$ cat config.mk
export PLATFORM = sky130hd
export DESIGN_NAME = tun_sqrt_cell
export DESIGN_NICKNAME = d
export VERILOG_FILES = /design/src/hdl/tun_pkg.sv /design/src/hdl/tun_sqrt_cell.sv
export SDC_FILE = /design/constraint.sdc
export NUM_CORES = 1
export LEC_CHECK = 0
export ABC_CLOCK_PERIOD_IN_PS = 3700
export BUFFER_PORTS_ARGS = -buffer_cell sky130_fd_sc_hd__buf_2
export CORE_AREA = 10 10 181 183
export CTS_CLUSTER_SIZE = 40
export DETAILED_ROUTE_END_ITERATION = 16
export DIE_AREA = 0 0 191 193
export GPL_TIMING_DRIVEN = 0
export PLACE_DENSITY_LB_ADDON = 0.25
export SYNTH_ARGS = -nofsm -noshare
export SYNTH_HDL_FRONTEND = slang
export SYNTH_SLANG_ARGS = --single-unit
$ cat constraint.sdc
create_clock -name clk -period 3.7 [get_ports clk]
set_input_delay 0.185 -clock clk [delete_from_list [all_inputs] [get_ports clk]]
set_output_delay 0.185 -clock clk [all_outputs]
set_load 0.01 [all_outputs]
$ cat src/hdl/tun_pkg.sv
package tun_pkg;

  localparam int COORD_W  = 16;
  localparam int EDGE_W   = COORD_W + 1;
  localparam int PROD_W   = 2 * EDGE_W;
  localparam int MAG_W    = PROD_W;
  localparam int HALF_W   = MAG_W / 2;
  localparam int SUM_W    = 2 * MAG_W;
  localparam int ROOT_W   = SUM_W / 2;
  localparam int SQ_REM_W = ROOT_W + 2;
  localparam int DIV_REM_W = MAG_W + 2;
  localparam int FRAC     = 15;
  localparam int NORM_W   = FRAC + 1;
  localparam int DIV_STEPS = FRAC + 1;

  typedef logic [MAG_W-1:0]     mag_t;
  typedef logic [ROOT_W-1:0]    root_t;
  typedef logic [DIV_REM_W-1:0] drem_t;
  typedef logic [NORM_W-1:0]    quot_t;

  typedef struct packed {
    mag_t       x;
    mag_t       y;
    mag_t       z;
    logic [2:0] neg;
    logic       nz;
  } tun_cross_t;

  typedef struct packed {
    root_t      len;
    drem_t      rx;
    drem_t      ry;
    drem_t      rz;
    quot_t      qx;
    quot_t      qy;
    quot_t      qz;
    logic [2:0] neg;
    logic       nz;
  } tun_div_t;

endpackage

$ cat src/hdl/tun_sqrt_cell.sv
module tun_sqrt_cell (
  input  logic                                    clk,
  input  logic                                    rst_n,
  input  logic                                    en,
  input  logic                                    valid_in,
  input  logic [tun_pkg::SUM_W-1:0]               rad_in,
  input  logic [tun_pkg::ROOT_W-1:0]              root_in,
  input  logic [tun_pkg::SQ_REM_W-1:0]            rem_in,
  input  tun_pkg::tun_cross_t                     vec_in,
  output logic                                    valid_out,
  output logic [tun_pkg::SUM_W-1:0]               rad_out,
  output logic [tun_pkg::ROOT_W-1:0]              root_out,
  output logic [tun_pkg::SQ_REM_W-1:0]            rem_out,
  output tun_pkg::tun_cross_t                     vec_out
);
  import tun_pkg::*;

  logic [SQ_REM_W+1:0] cur;
  logic [SQ_REM_W+1:0] trial;
  logic                ge;

  logic                valid_r;
  logic [SUM_W-1:0]    rad_r;
  logic [ROOT_W-1:0]   root_r;
  logic [SQ_REM_W-1:0] rem_r;
  tun_cross_t          vec_r;

  always_comb begin
    cur   = {rem_in, rad_in[SUM_W-1 -: 2]};
    trial = (SQ_REM_W+2)'({root_in, 2'b01});
    ge    = (cur >= trial);
  end

  always_ff @(posedge clk) begin
    if (!rst_n) begin
      valid_r <= 1'b0;
    end else if (en) begin
      valid_r <= valid_in;
    end
  end

  always_ff @(posedge clk) begin
    if (en) begin
      rad_r  <= {rad_in[SUM_W-3:0], 2'b00};
      root_r <= {root_in[ROOT_W-2:0], ge};
      rem_r  <= ge ? SQ_REM_W'(cur - trial) : SQ_REM_W'(cur);
      vec_r  <= vec_in;
    end
  end

  assign valid_out = valid_r;
  assign rad_out   = rad_r;
  assign root_out  = root_r;
  assign rem_out   = rem_r;
  assign vec_out   = vec_r;

endmodule

# Yosys cells after proc, flatten, opt, wreduce, memory -nomap -nowiden
# Index checks and enable logic that the tools add are counted.
# totals
regBits	243
out_inout_bits	245
# classes
add_sub_neg	1
magnitude_cmp	1
mux	1
# ops
operator	count
$ge A38 B36 Y1	1
$mux W36	1
$sub A36 B36 Y36	1

# Longest topological paths before layout
# depth
ltp_word	2
depth_mapped	14

# Least setup slack after synthesis
# OpenSTA, ideal clock, no wires.
# synth_path
kind	input port to flip-flop
from	input root_in[5] in the netlist's numbering
to	register rem_r[12] (netlist: rem_out[12]), data pin
t_arrival_ns	2.430
required_time_ns	3.438
slack_ns	1.008
path_stages	11
path_buffers	2
path_cell_list	inv_1 -> ha_1 -> buf_2 -> a2111o_1 -> o21ai_2 -> o31a_4 -> o31ai_4 -> a31o_4 -> a31oi_4 -> buf_6 -> mux2_1
# synth_between
elab_chain_len	2
elab_cells_between_ends	3
# synth_rtl
element	line	text
from (decl)	tun_sqrt_cell.sv:7	input logic [tun_pkg::ROOT_W-1:0] root_in,
$sub A36 B36 Y36 or $ge A38 B36 Y1 (tied branches)	tun_sqrt_cell.sv:46, tun_sqrt_cell.sv:31	
$mux W36 (*)	tun_sqrt_cell.sv:46	rem_r <= ge ? SQ_REM_W'(cur - trial) : SQ_REM_W'(cur);
to (signal assigned)	tun_sqrt_cell.sv:46	
to (decl)	tun_sqrt_cell.sv:25	logic [SQ_REM_W-1:0] rem_r;
# Every way passes the cells marked *; elsewhere a longest branch is shown, timed or not.
# A chain may end at the register's enable or synchronous reset.

# Worst setup path after layout
# layout_path
from	input root_in[14] in the netlist's numbering
to	register rem_r[33] (netlist: rem_out[33]), data pin
# Same word-level chain as after synthesis.

==> impl_metrics.env <==
export IMPL_synthXorXnorAreaFrac=0.0275
export IMPL_antenna_left=0
export IMPL_hpwlAfterDp_um=28000
export IMPL_synth_cell_types=63
export IMPL_clockBufferDepth=3
export IMPL_ys_async_sr_fraction=0
export IMPL_fin_cells=1822
export IMPL_cts_root_buf="clkbuf_16"
export IMPL_synthTopCellsByCount="242 x edfxtp_1, 58 x nand2_1, 45 x inv_1"
export IMPL_max_freq_mhz=316
export IMPL_postCtsSetupRepairBufs=0
export IMPL_grt_pass1_vias=8773
export IMPL_drive_gt1_frac=0.390
export IMPL_synth_fa_ha_area_frac=0.0456
export IMPL_rows=63
export IMPL_synth_top_family_by_area="compound AO/OA/AOI/OAI gates"
export IMPL_grt_pass1_wl_um=54900
export IMPL_grt_antenna_before_repair=6
export IMPL_ys_ff_latch=243
export IMPL_p_leak_nw=6.99
export IMPL_start_kind="primary input"
export IMPL_required_ns=3.96
export IMPL_synth_area_mm2=0.00987
export IMPL_worstPathArrival_ns=3.43
export IMPL_r2r_setup_slack_ns=2.37
export IMPL_drv_cap=0
export IMPL_viasPerCell=4.60
export IMPL_synth_edff_count=242
export IMPL_hold_path_class="primary input to register"
export IMPL_final_hold_violation_count=0
export IMPL_synth_top_area_frac=0.736
export IMPL_tightest_slew_ns=0.944
export IMPL_synth_compound_area_frac=0.0981
export IMPL_cts_tree="done"
export IMPL_dpl_worst_slack_ns=0.581
export IMPL_num_nets_final=1692
export IMPL_end_kind="register"
export IMPL_nFillCells=2424
export IMPL_cts_sinks=243
export IMPL_finalWeightedCongestion=0.816
export IMPL_synth_area_mux_share=0.00646
export IMPL_syn_avg_cell_area_um2=15.3
export IMPL_wl_um=38200
export IMPL_postSynthCellCount=645
export IMPL_rsz0062_at_grt="no"
export IMPL_yosysMostFrequentCell="edfxtp_1"
export IMPL_p_per_area_mw_per_mm2=448
export IMPL_grt_start_max_net_pins=129
export IMPL_drv_slew=0
export IMPL_ios=493
export IMPL_max_slew_margin=0.371
export IMPL_crit_fanout=7
export IMPL_status="finished clean"
export IMPL_setup_slack_ns=0.534
export IMPL_yosysSeqAreaShare=0.738
export IMPL_yosys_most_used_dff="edfxtp_1"
export IMPL_grt_usage=0.195
export IMPL_drt_pass1_iterations=5
export IMPL_dr_total_vias=8388
export IMPL_cts_inserted_buffers=27
export IMPL_skew_ns=0
export IMPL_yosysTopAreaCell="edfxtp_1"
export IMPL_drc=0
export IMPL_fin_crit_sh=0.856
export IMPL_area_growth_pct=63.1
export IMPL_routedWlPerCell_um=20.9
export IMPL_drtIter0Drc=465
export IMPL_overflow=0
export IMPL_port_buffers=490
export IMPL_clock_latency_ns=0.52
export IMPL_finalSetupViolCount=0
export IMPL_yosys_area_share_simple=0.0547
export IMPL_dp_cells=1527
export IMPL_synth_area_leaders="edfxtp_1 74%, ha_1 4.6%, nand2_1 2.2%"
export IMPL_die_area_mm2=0.0369
export IMPL_critPathKind="primary input to register"
export IMPL_htreeDepth=1
export IMPL_die_y_um=193
export IMPL_die_w_um=191
export IMPL_finalCriticalPeriod_ns=3.17
export IMPL_max_vdd_ir_drop_v=0.000354
export IMPL_ys_warnings_count=0
export IMPL_clk_pin_slew_ns=0.06
export IMPL_core_area_mm2=0.0292
export IMPL_start_util=0.338
export IMPL_p_total_mw=7.21
cell families after synthesis:
kind of cell / after synthesis
multiplexers: 6
other: 1
buffers and inverters: 64
AO/OA/AOI/OAI: 146
flip-flops: 243
adder cells (fa/ha/maj): 36
AND/OR/NAND/NOR: 118
XOR/XNOR: 31
worst paths after layout:
path / start / endpoint / depth (start not counted)
worst max register to register: valid_out / valid_out / 3
worst min register to register: valid_out / valid_out / 3
worst max-delay path: root_in[14] / rem_out[33] / 14
worst min-delay path: rad_in[67] / rem_out[1] / 3
where the power goes:
group	total, mW	internal, mW	leakage [nW]	switching, mW
Sequential	3.38	3.33	2.38	0.0583
Combinational	1.34	0.614	4.21	0.725
Clock	2.48	1.40	0.402	1.08
cell usage in the layout, fill, tap and decap left out, drive strengths merged, types with 4 or more instances in the layout:
cell type and count:
nor2b 4, diode 6, a21oi 35, a31oi 7, a21o 14, xor2 16, xnor2 15, nand2 58
edfxtp 242, inv 48, ha 36, buf 504, clkbuf 35, o21a 6, o211ai 4, nand3 5
nor2 21, nand2b 4, dlygate4sd3 242, nand4 8, o21bai 4, o21ai 49, nor3 5, clkinv 13
registers in the layout, summed over array words and instances (netlist names):
register,count
rad_out,66
rem_out,36
root_out,34
valid_out,1
vec_out,106
timing repair:
item                                    4_1_cts  5_1_grt
endpoints found under the setup margin        0        0
resized for setup                             0        0
hold endpoints to repair                    241        0
hold buffers                                242        0
worst max-delay path, cell delays in order:
cell,delay (ns)
dlygate4sd3_1,0.54
buf_2,0.12
inv_1,0.05
ha_1,0.27
clkbuf_1,0.18
a21oi_1,0.26
o21ai_0,0.19
a2111oi_2,0.42
nand3_1,0.19
a21oi_1,0.35
o31ai_1,0.18
a31oi_1,0.25
xor2_1,0.15
o21ai_0,0.08
layer usage:
| layer | share of wire | vias to the layer above | global-route usage | routed length (µm) |
|---|---|---|---|---|
| li1 | - | 3962 | - | - |
| met1 | 0.35 | 4010 | 0.207 | 13200 |
| met2 | 0.53 | 345 | 0.355 | 20100 |
| met3 | 0.090 | 71 | 0.0621 | 3440 |
| met4 | 0.036 | 0 | 0.0736 | 1380 |
| met5 | 0 | - | 0 | 0 |
final cells by class:
class / instances / area (µm²) / area share
sequential: 243 / 7290 / 0.453
timing repair buffer: 733 / 4910 / 0.305
clock buffer: 29 / 683 / 0.0424
buffer: 19 / 120 / 0.00746
inverter: 45 / 169 / 0.0105
clock inverter: 18 / 126 / 0.00785
antenna: 6 / 15.0 / 0.000932
tap: 390 / 488 / 0.0303
multi-input combinational: 339 / 2300 / 0.143
per-stage QoR:
stage / instance area, µm² / hold WS [ns] / setup TNS (ns) / utilization
detailed placement: 12900 / 0.363 / 0 / 0.440
global placement: 12800 / 0.362 / -222.45 / 0.438
CTS: 16100 / 0.0305 / 0 / 0.550
floorplan: 9880 / 0.284 / 0 / -
finish: 16100 / 0.0638 / 0 / 0.551
global route: 16100 / 0.0758 / 0 / 0.551
No activity file was read; power rests on OpenSTA's default activity.
