`config.mk`:
```
export PLATFORM = sky130hd
export DESIGN_NAME = tun_div_cell
export DESIGN_NICKNAME = d
export VERILOG_FILES = /design/src/hdl/tun_pkg.sv /design/src/hdl/tun_div_cell.sv
export SDC_FILE = /design/constraint.sdc
export NUM_CORES = 1
export LEC_CHECK = 0
export ABC_CLOCK_PERIOD_IN_PS = 6800
export BUFFER_PORTS_ARGS = -buffer_cell sky130_fd_sc_hd__buf_2
export CAP_MARGIN = 20
export CORE_MARGIN = 4
export CORE_UTILIZATION = 56
export DETAILED_ROUTE_END_ITERATION = 8
export GPL_ROUTABILITY_DRIVEN = 0
export MAX_ROUTING_LAYER = met4
export PLACE_DENSITY = 0.86
export SLEW_MARGIN = 20
export SYNTH_ARGS = -nofsm -noshare
export SYNTH_HDL_FRONTEND = slang
export SYNTH_SLANG_ARGS = --single-unit
```
`constraint.sdc`:
```
create_clock -name clk -period 6.8 [get_ports clk]
set_input_delay 0.34 -clock clk [delete_from_list [all_inputs] [get_ports clk]]
set_output_delay 0.34 -clock clk [all_outputs]
set_load 0.03 [all_outputs]
```
`src/hdl/tun_pkg.sv`:
```
package tun_pkg;

  localparam int COORD_W  = 16;
  localparam int EDGE_W   = COORD_W + 1;
  localparam int PROD_W   = 2 * EDGE_W;
  localparam int MAG_W    = PROD_W;
  localparam int HALF_W   = MAG_W / 2;
  localparam int SUM_W    = 2 * MAG_W;
  localparam int ROOT_W   = SUM_W / 2;
  localparam int SQ_REM_W = ROOT_W + 2;
  localparam int DIV_REM_W = MAG_W + 2;
  localparam int FRAC     = 15;
  localparam int NORM_W   = FRAC + 1;
  localparam int DIV_STEPS = FRAC + 1;

  typedef logic [MAG_W-1:0]     mag_t;
  typedef logic [ROOT_W-1:0]    root_t;
  typedef logic [DIV_REM_W-1:0] drem_t;
  typedef logic [NORM_W-1:0]    quot_t;

  typedef struct packed {
    mag_t       x;
    mag_t       y;
    mag_t       z;
    logic [2:0] neg;
    logic       nz;
  } tun_cross_t;

  typedef struct packed {
    root_t      len;
    drem_t      rx;
    drem_t      ry;
    drem_t      rz;
    quot_t      qx;
    quot_t      qy;
    quot_t      qz;
    logic [2:0] neg;
    logic       nz;
  } tun_div_t;

endpackage

```
`src/hdl/tun_div_cell.sv`:
```
module tun_div_cell (
  input  logic              clk,
  input  logic              rst_n,
  input  logic              en,
  input  logic              valid_in,
  input  tun_pkg::tun_div_t st_in,
  output logic              valid_out,
  output tun_pkg::tun_div_t st_out
);
  import tun_pkg::*;

  drem_t    dv;
  logic     gx, gy, gz;
  tun_div_t st_nxt;
  tun_div_t st_r;
  logic     valid_r;

  always_comb begin
    dv     = DIV_REM_W'(st_in.len);
    gx     = (st_in.rx >= dv);
    gy     = (st_in.ry >= dv);
    gz     = (st_in.rz >= dv);
    st_nxt = st_in;
    // compare and subtract, then shift in the next numerator bit (always zero)
    st_nxt.rx = (gx ? (st_in.rx - dv) : st_in.rx) << 1;
    st_nxt.ry = (gy ? (st_in.ry - dv) : st_in.ry) << 1;
    st_nxt.rz = (gz ? (st_in.rz - dv) : st_in.rz) << 1;
    st_nxt.qx = {st_in.qx[NORM_W-2:0], gx};
    st_nxt.qy = {st_in.qy[NORM_W-2:0], gy};
    st_nxt.qz = {st_in.qz[NORM_W-2:0], gz};
  end

  always_ff @(posedge clk) begin
    if (!rst_n) begin
      valid_r <= 1'b0;
    end else if (en) begin
      valid_r <= valid_in;
    end
  end

  always_ff @(posedge clk) begin
    if (en) begin
      st_r <= st_nxt;
    end
  end

  assign valid_out = valid_r;
  assign st_out    = st_r;

endmodule

```
# Word level (Yosys, flattened, before mapping)
# Cells that the tools add are included.
# Widths: inputs -> output; s select.
[totals] reg_bits=192 in_bits=198 output_inout_bits=195 wordCells=19
[classes] add_sub_neg=3 magnitude_cmp=3 mux=3
[ops] cell="$ge 36x34->1" count=3
[ops] cell="$mux 35" count=3
[ops] cell="$sub 35x34->35" count=3

# Depth between registers and ports, before layout
[depth] ltp_word=2 ltp_mapped=15 depth_no_buf=13

# Least setup slack after synthesis
# Ideal clock, no wire load.
[synth_timing] path_type="input to register" startpoint="input st_in[124] (netlist name)" endpoint="register st_r (netlist bit st_out[132]), data pin" setup_time_ns=0.267 t_arrival_ns=2.654 slack_ns=3.879 path_stages=15 path_cell_list="inv_1 > ha_1 > fa_1 > nand2b_1 > a21oi_1 > o21ai_1 > o21a_1 > o31ai_2 > a21oi_1 > and2_1 > buf_2 > buf_2 > buf_2 > nand2_1 > o21ai_0"
[synth_lines] element="start: declaration" line="tun_div_cell.sv:6" rtl="input tun_pkg::tun_div_t st_in,"
[synth_lines] element="end signal: assignment" line="tun_div_cell.sv:43" rtl="st_r <= st_nxt;"
[synth_lines] element="end: declaration" line="tun_div_cell.sv:15" rtl="tun_div_t st_r;"

==> flow_metrics.py <==
metrics = {
    "detailed_routing": {
        "drtPass1Iterations": 8,
        "vias_per_cell": 6.02,
        "detailroute.via_count": 11700,
        "wl_per_cell_um": 20.5,
        "routed_wl_mm": 39.9,
        "drt-initial-drc-count": 834,
        "route.antenna.remaining_nets": 0,
        "remaining_drc_errors": 2,
    },
    "cells_and_area": {
        "final_nets": 1944,
        "synthToLayoutAreaGrowth_pct": 21.8,
        "nFillCells": 1587,
        "fraction_of_layout_instances_using_a_drive_strength_above_1": 0.268,
    },
    "synth": {
        "asyncSetResetFlopFracSynth": 0,
        "summed_instance_area_of_the_synthesized_netlist_mm2": 0.0127,
        "synth_ff_type": "edfxtp_1",
        "netlist_top_cells_count": "edfxtp_1 (191), nand2_1 (158), o21ai_0 (138)",
        "synth.area.top_cells": "edfxtp_1 (45%), ha_1 (10%), o21ai_0 (5.4%), nand2_1 (4.7%), a21oi_1 (4.1%)",
        "mean_post_synth_cell_area_um2": 9.89,
        "synthesis.yosys.warnings": 0,
        "synth_edf_count": 191,
        "ys_types": 74,
        "synthMostInstantiatedCell": "edfxtp_1",
        "ys_seq_elements": 192,
        "synth_top_cell_area_share": 0.452,
        "synthesis.instances": 1282,
        "portion_of_the_post_synthesis_area_used_by_sequential_elements": 0.454,
        "yosys.area.top_type": "edfxtp_1",
    },
    "clock_network": {
        "cts-resized-gates": 0,
        "cts_tree": "done",
        "clock_sink_count": 192,
        "clock_buffer_count_from_cts": 17,
        "clock_insertion_delay_worst_skew_ns": 0.43,
        "cts_hold_buf": 0,
        "cts.root.buffer_cell": "clkbuf_16",
        "htree_num_levels": 4,
        "post-cts-setup-buffers": 0,
        "cts.path.max_buffers": 2,
        "worst_setup_hold_path_clk_slew_ns": 0.09,
    },
    "die": {
        "dieWidth_um": 158,
        "floorplan.rows": 54,
        "dieHeight_um": 158,
        "dieArea_mm2": 0.0251,
        "starting_utilization_of_the_core_area": 0.576,
        "design.portCount": 393,
        "core_area_mm2": 0.0220,
    },
    "worst_setup_path": {
        "start_kind": "input pin",
        "r2r_startpoint": "valid_out",
        "cp.required_ns": 6.99,
        "critical_path.max_stage_delay_ns": 0.64,
        "cpMaxStageDelayCell": "a31oi_4",
        "timing.critical_path.fanout_max": 36,
        "worstPathArrival_ns": 3.88,
        "r2r_setup_slack_ns": 6.20,
        "r2r.worst_path.cells": 2,
        "critical_path.most_common_cell": "inv_1",
        "crit_path_cell_trace": "buf_2 -> inv_1 -> ha_1 -> a21o_1 -> or3_1 -> o21a_1 -> a21oi_2 -> nand4_1 -> a31oi_4 -> buf_4 -> inv_1 -> mux2_2",
        "critical_path.top_delay_family": "compound AO/OA/AOI/OAI gates",
        "r2r_end": "valid_out",
        "criticalPathCategory": "input pin to flop",
        "end_kind": "flop",
        "crit_buf_inv": 4,
    },
    "timing": {
        "worst_case_clock_skew_ns": 0,
        "timing.setup.tns_ns": 0,
        "final.period_utilization": 0.543,
        "finalSetupViolations": 0,
        "drv_slew": 0,
        "setup_repair_after_global_routing_missed_its_margin": "false",
        "timing.slew.headroom": 0.317,
        "achievable-frequency_ghz": 0.271,
        "min_period_ns": 3.69,
        "timing_worst_slew_pin_value_ns": 1.02,
        "finalHoldViolCount": 0,
    },
    "global_route": {
        "grt-busiest-layer": "met2",
        "grt_pass1_wl_mm": 57.6,
        "largest_net_degree_at_the_start_of_global_routing": 109,
        "global_route.usage.met1": 0.354,
        "vias_in_the_first_global_route": 11200,
        "grt.met2_usage": 0.513,
        "track_usage": 0.305,
        "gr-total-overflow": 0,
        "groute.layer.met3.usage": 0.0579,
        "grt_antenna_before_repair": 10,
    },
    "status": {
        "outcome": "finished with violations",
        "failed_checks": "DRC",
    },
    "worst_hold_path": {
        "holdCritPathClass": "input pin to flop",
        "min_path_cells": 1,
        "timing.hold.worst.start": "st_in[25]",
        "min_to": "st_out[26]",
    },
    "power_and_ir_drop": {
        "post-layout-total-power_w": 0.00384,
        "power.density_cell_area_mw_per_mm2": 248,
        "worst_supply_voltage_drop_on_vdd_uv": 156,
        "cellLeakagePower_nw": 6.79,
    },
    "placed_design": {
        "detailed_place_hpwl_mm": 30.8,
        "port-buffer-count": 386,
    },
    "run": {
        "timing.max_cap.violations": 0,
    },
}
-- layout by cell type (no fill, tap or decap), types with 5 or more instances in the layout --
cell type / Yosys / layout
buf_2: 19 / 385
edfxtp_1: 191 / 191
nand2_1: 158 / 158
o21ai_0: 138 / 138
a21oi_1: 105 / 105
ha_1: 102 / 102
inv_1: 62 / 62
a21o_1: 59 / 59
nor2_1: 56 / 56
xnor2_1: 46 / 46
xor2_1: 40 / 40
nand3_1: 28 / 28
nand4_1: 25 / 25
nor2b_1: 18 / 18
o21bai_1: 17 / 17
clkbuf_16: 0 / 17
o21a_1: 15 / 15
nor3_1: 15 / 15
nand2b_1: 14 / 14
o31ai_1: 14 / 14
diode_2: 0 / 11
a31oi_1: 10 / 9
and3_1: 8 / 8
and2_1: 8 / 7
o211ai_1: 7 / 7
o31a_1: 6 / 6
mux2_2: 6 / 6
clkinv_8: 0 / 6
a41oi_1: 5 / 5
nor4_1: 5 / 5
inv_6: 0 / 5
-- area by class of cell --
type / count / area (µm²) / area share
multi-input combinational: 978 / 6480 / 0.420
clock buffer: 17 / 425 / 0.0275
timing repair buffer: 389 / 1980 / 0.128
clock inverter: 15 / 186 / 0.0121
antenna: 11 / 27.5 / 0.00178
inverter: 63 / 236 / 0.0153
tap: 280 / 350 / 0.0227
sequential: 192 / 5760 / 0.373
-- state kept, by name, summed over array words and instances, names as in the netlist --
| signal | flops |
|---|---|
| valid_out | 1 |
| st_out | 191 |
-- kinds of logic after synthesis --
group / share of synthesized area
buf+inv: 0.0374
other cells: 0.000296
fa+ha+maj: 0.105
mux: 0.00612
flops: 0.454
xor+xnor: 0.0594
compound gates: 0.204
simple gates: 0.133
-- report_power, final --
part           switching (W)  total [W]  internal, W
combinational       0.000848    0.00126     0.000414
clock               0.000538    0.00104     0.000503
sequential         0.0000393    0.00153      0.00149
-- worst max-delay path by stage --
stage | to | slack, ns | startpoint | cells after the start
6_report | st_out[77] | 3.11 | st_in[167] | 12
3_3_place_gp | st_out[118] | 2.68 | st_in[162] | 13
3_5_place_dp | st_out[94] | 2.62 | st_in[162] | 12
5_1_grt | st_out[77] | 3.02 | st_in[167] | 12
2_1_floorplan | st_out[132] | 3.88 | st_in[124] | 15
4_1_cts | st_out[118] | 3.07 | st_in[162] | 13
-- routing by layer --
layer,vias up,wire length [µm]
li1,5483,-
met1,5441,14700
met2,691,19700
met3,95,3780
met4,0,1690
met5,-,0
-- through the flow --
| stage | setup WS, ns | cells | cell area [µm²] | hold slack, ns | utilization |
|---|---|---|---|---|---|
| after floorplan | 3.88 | 1284 | 12700 | 0.439 | - |
| after global placement | 2.68 | 1901 | 14800 | 0.499 | 0.671 |
| after detailed placement | 2.62 | 1901 | 14800 | 0.519 | 0.671 |
| after CTS | 3.07 | 1933 | 15400 | 0.0621 | 0.699 |
| after global routing | 3.02 | 1944 | 15400 | 0.0539 | 0.701 |
| final | 3.11 | 1945 | 15400 | 0.0661 | 0.701 |
Note: power is estimated with default switching activity, not from simulation.
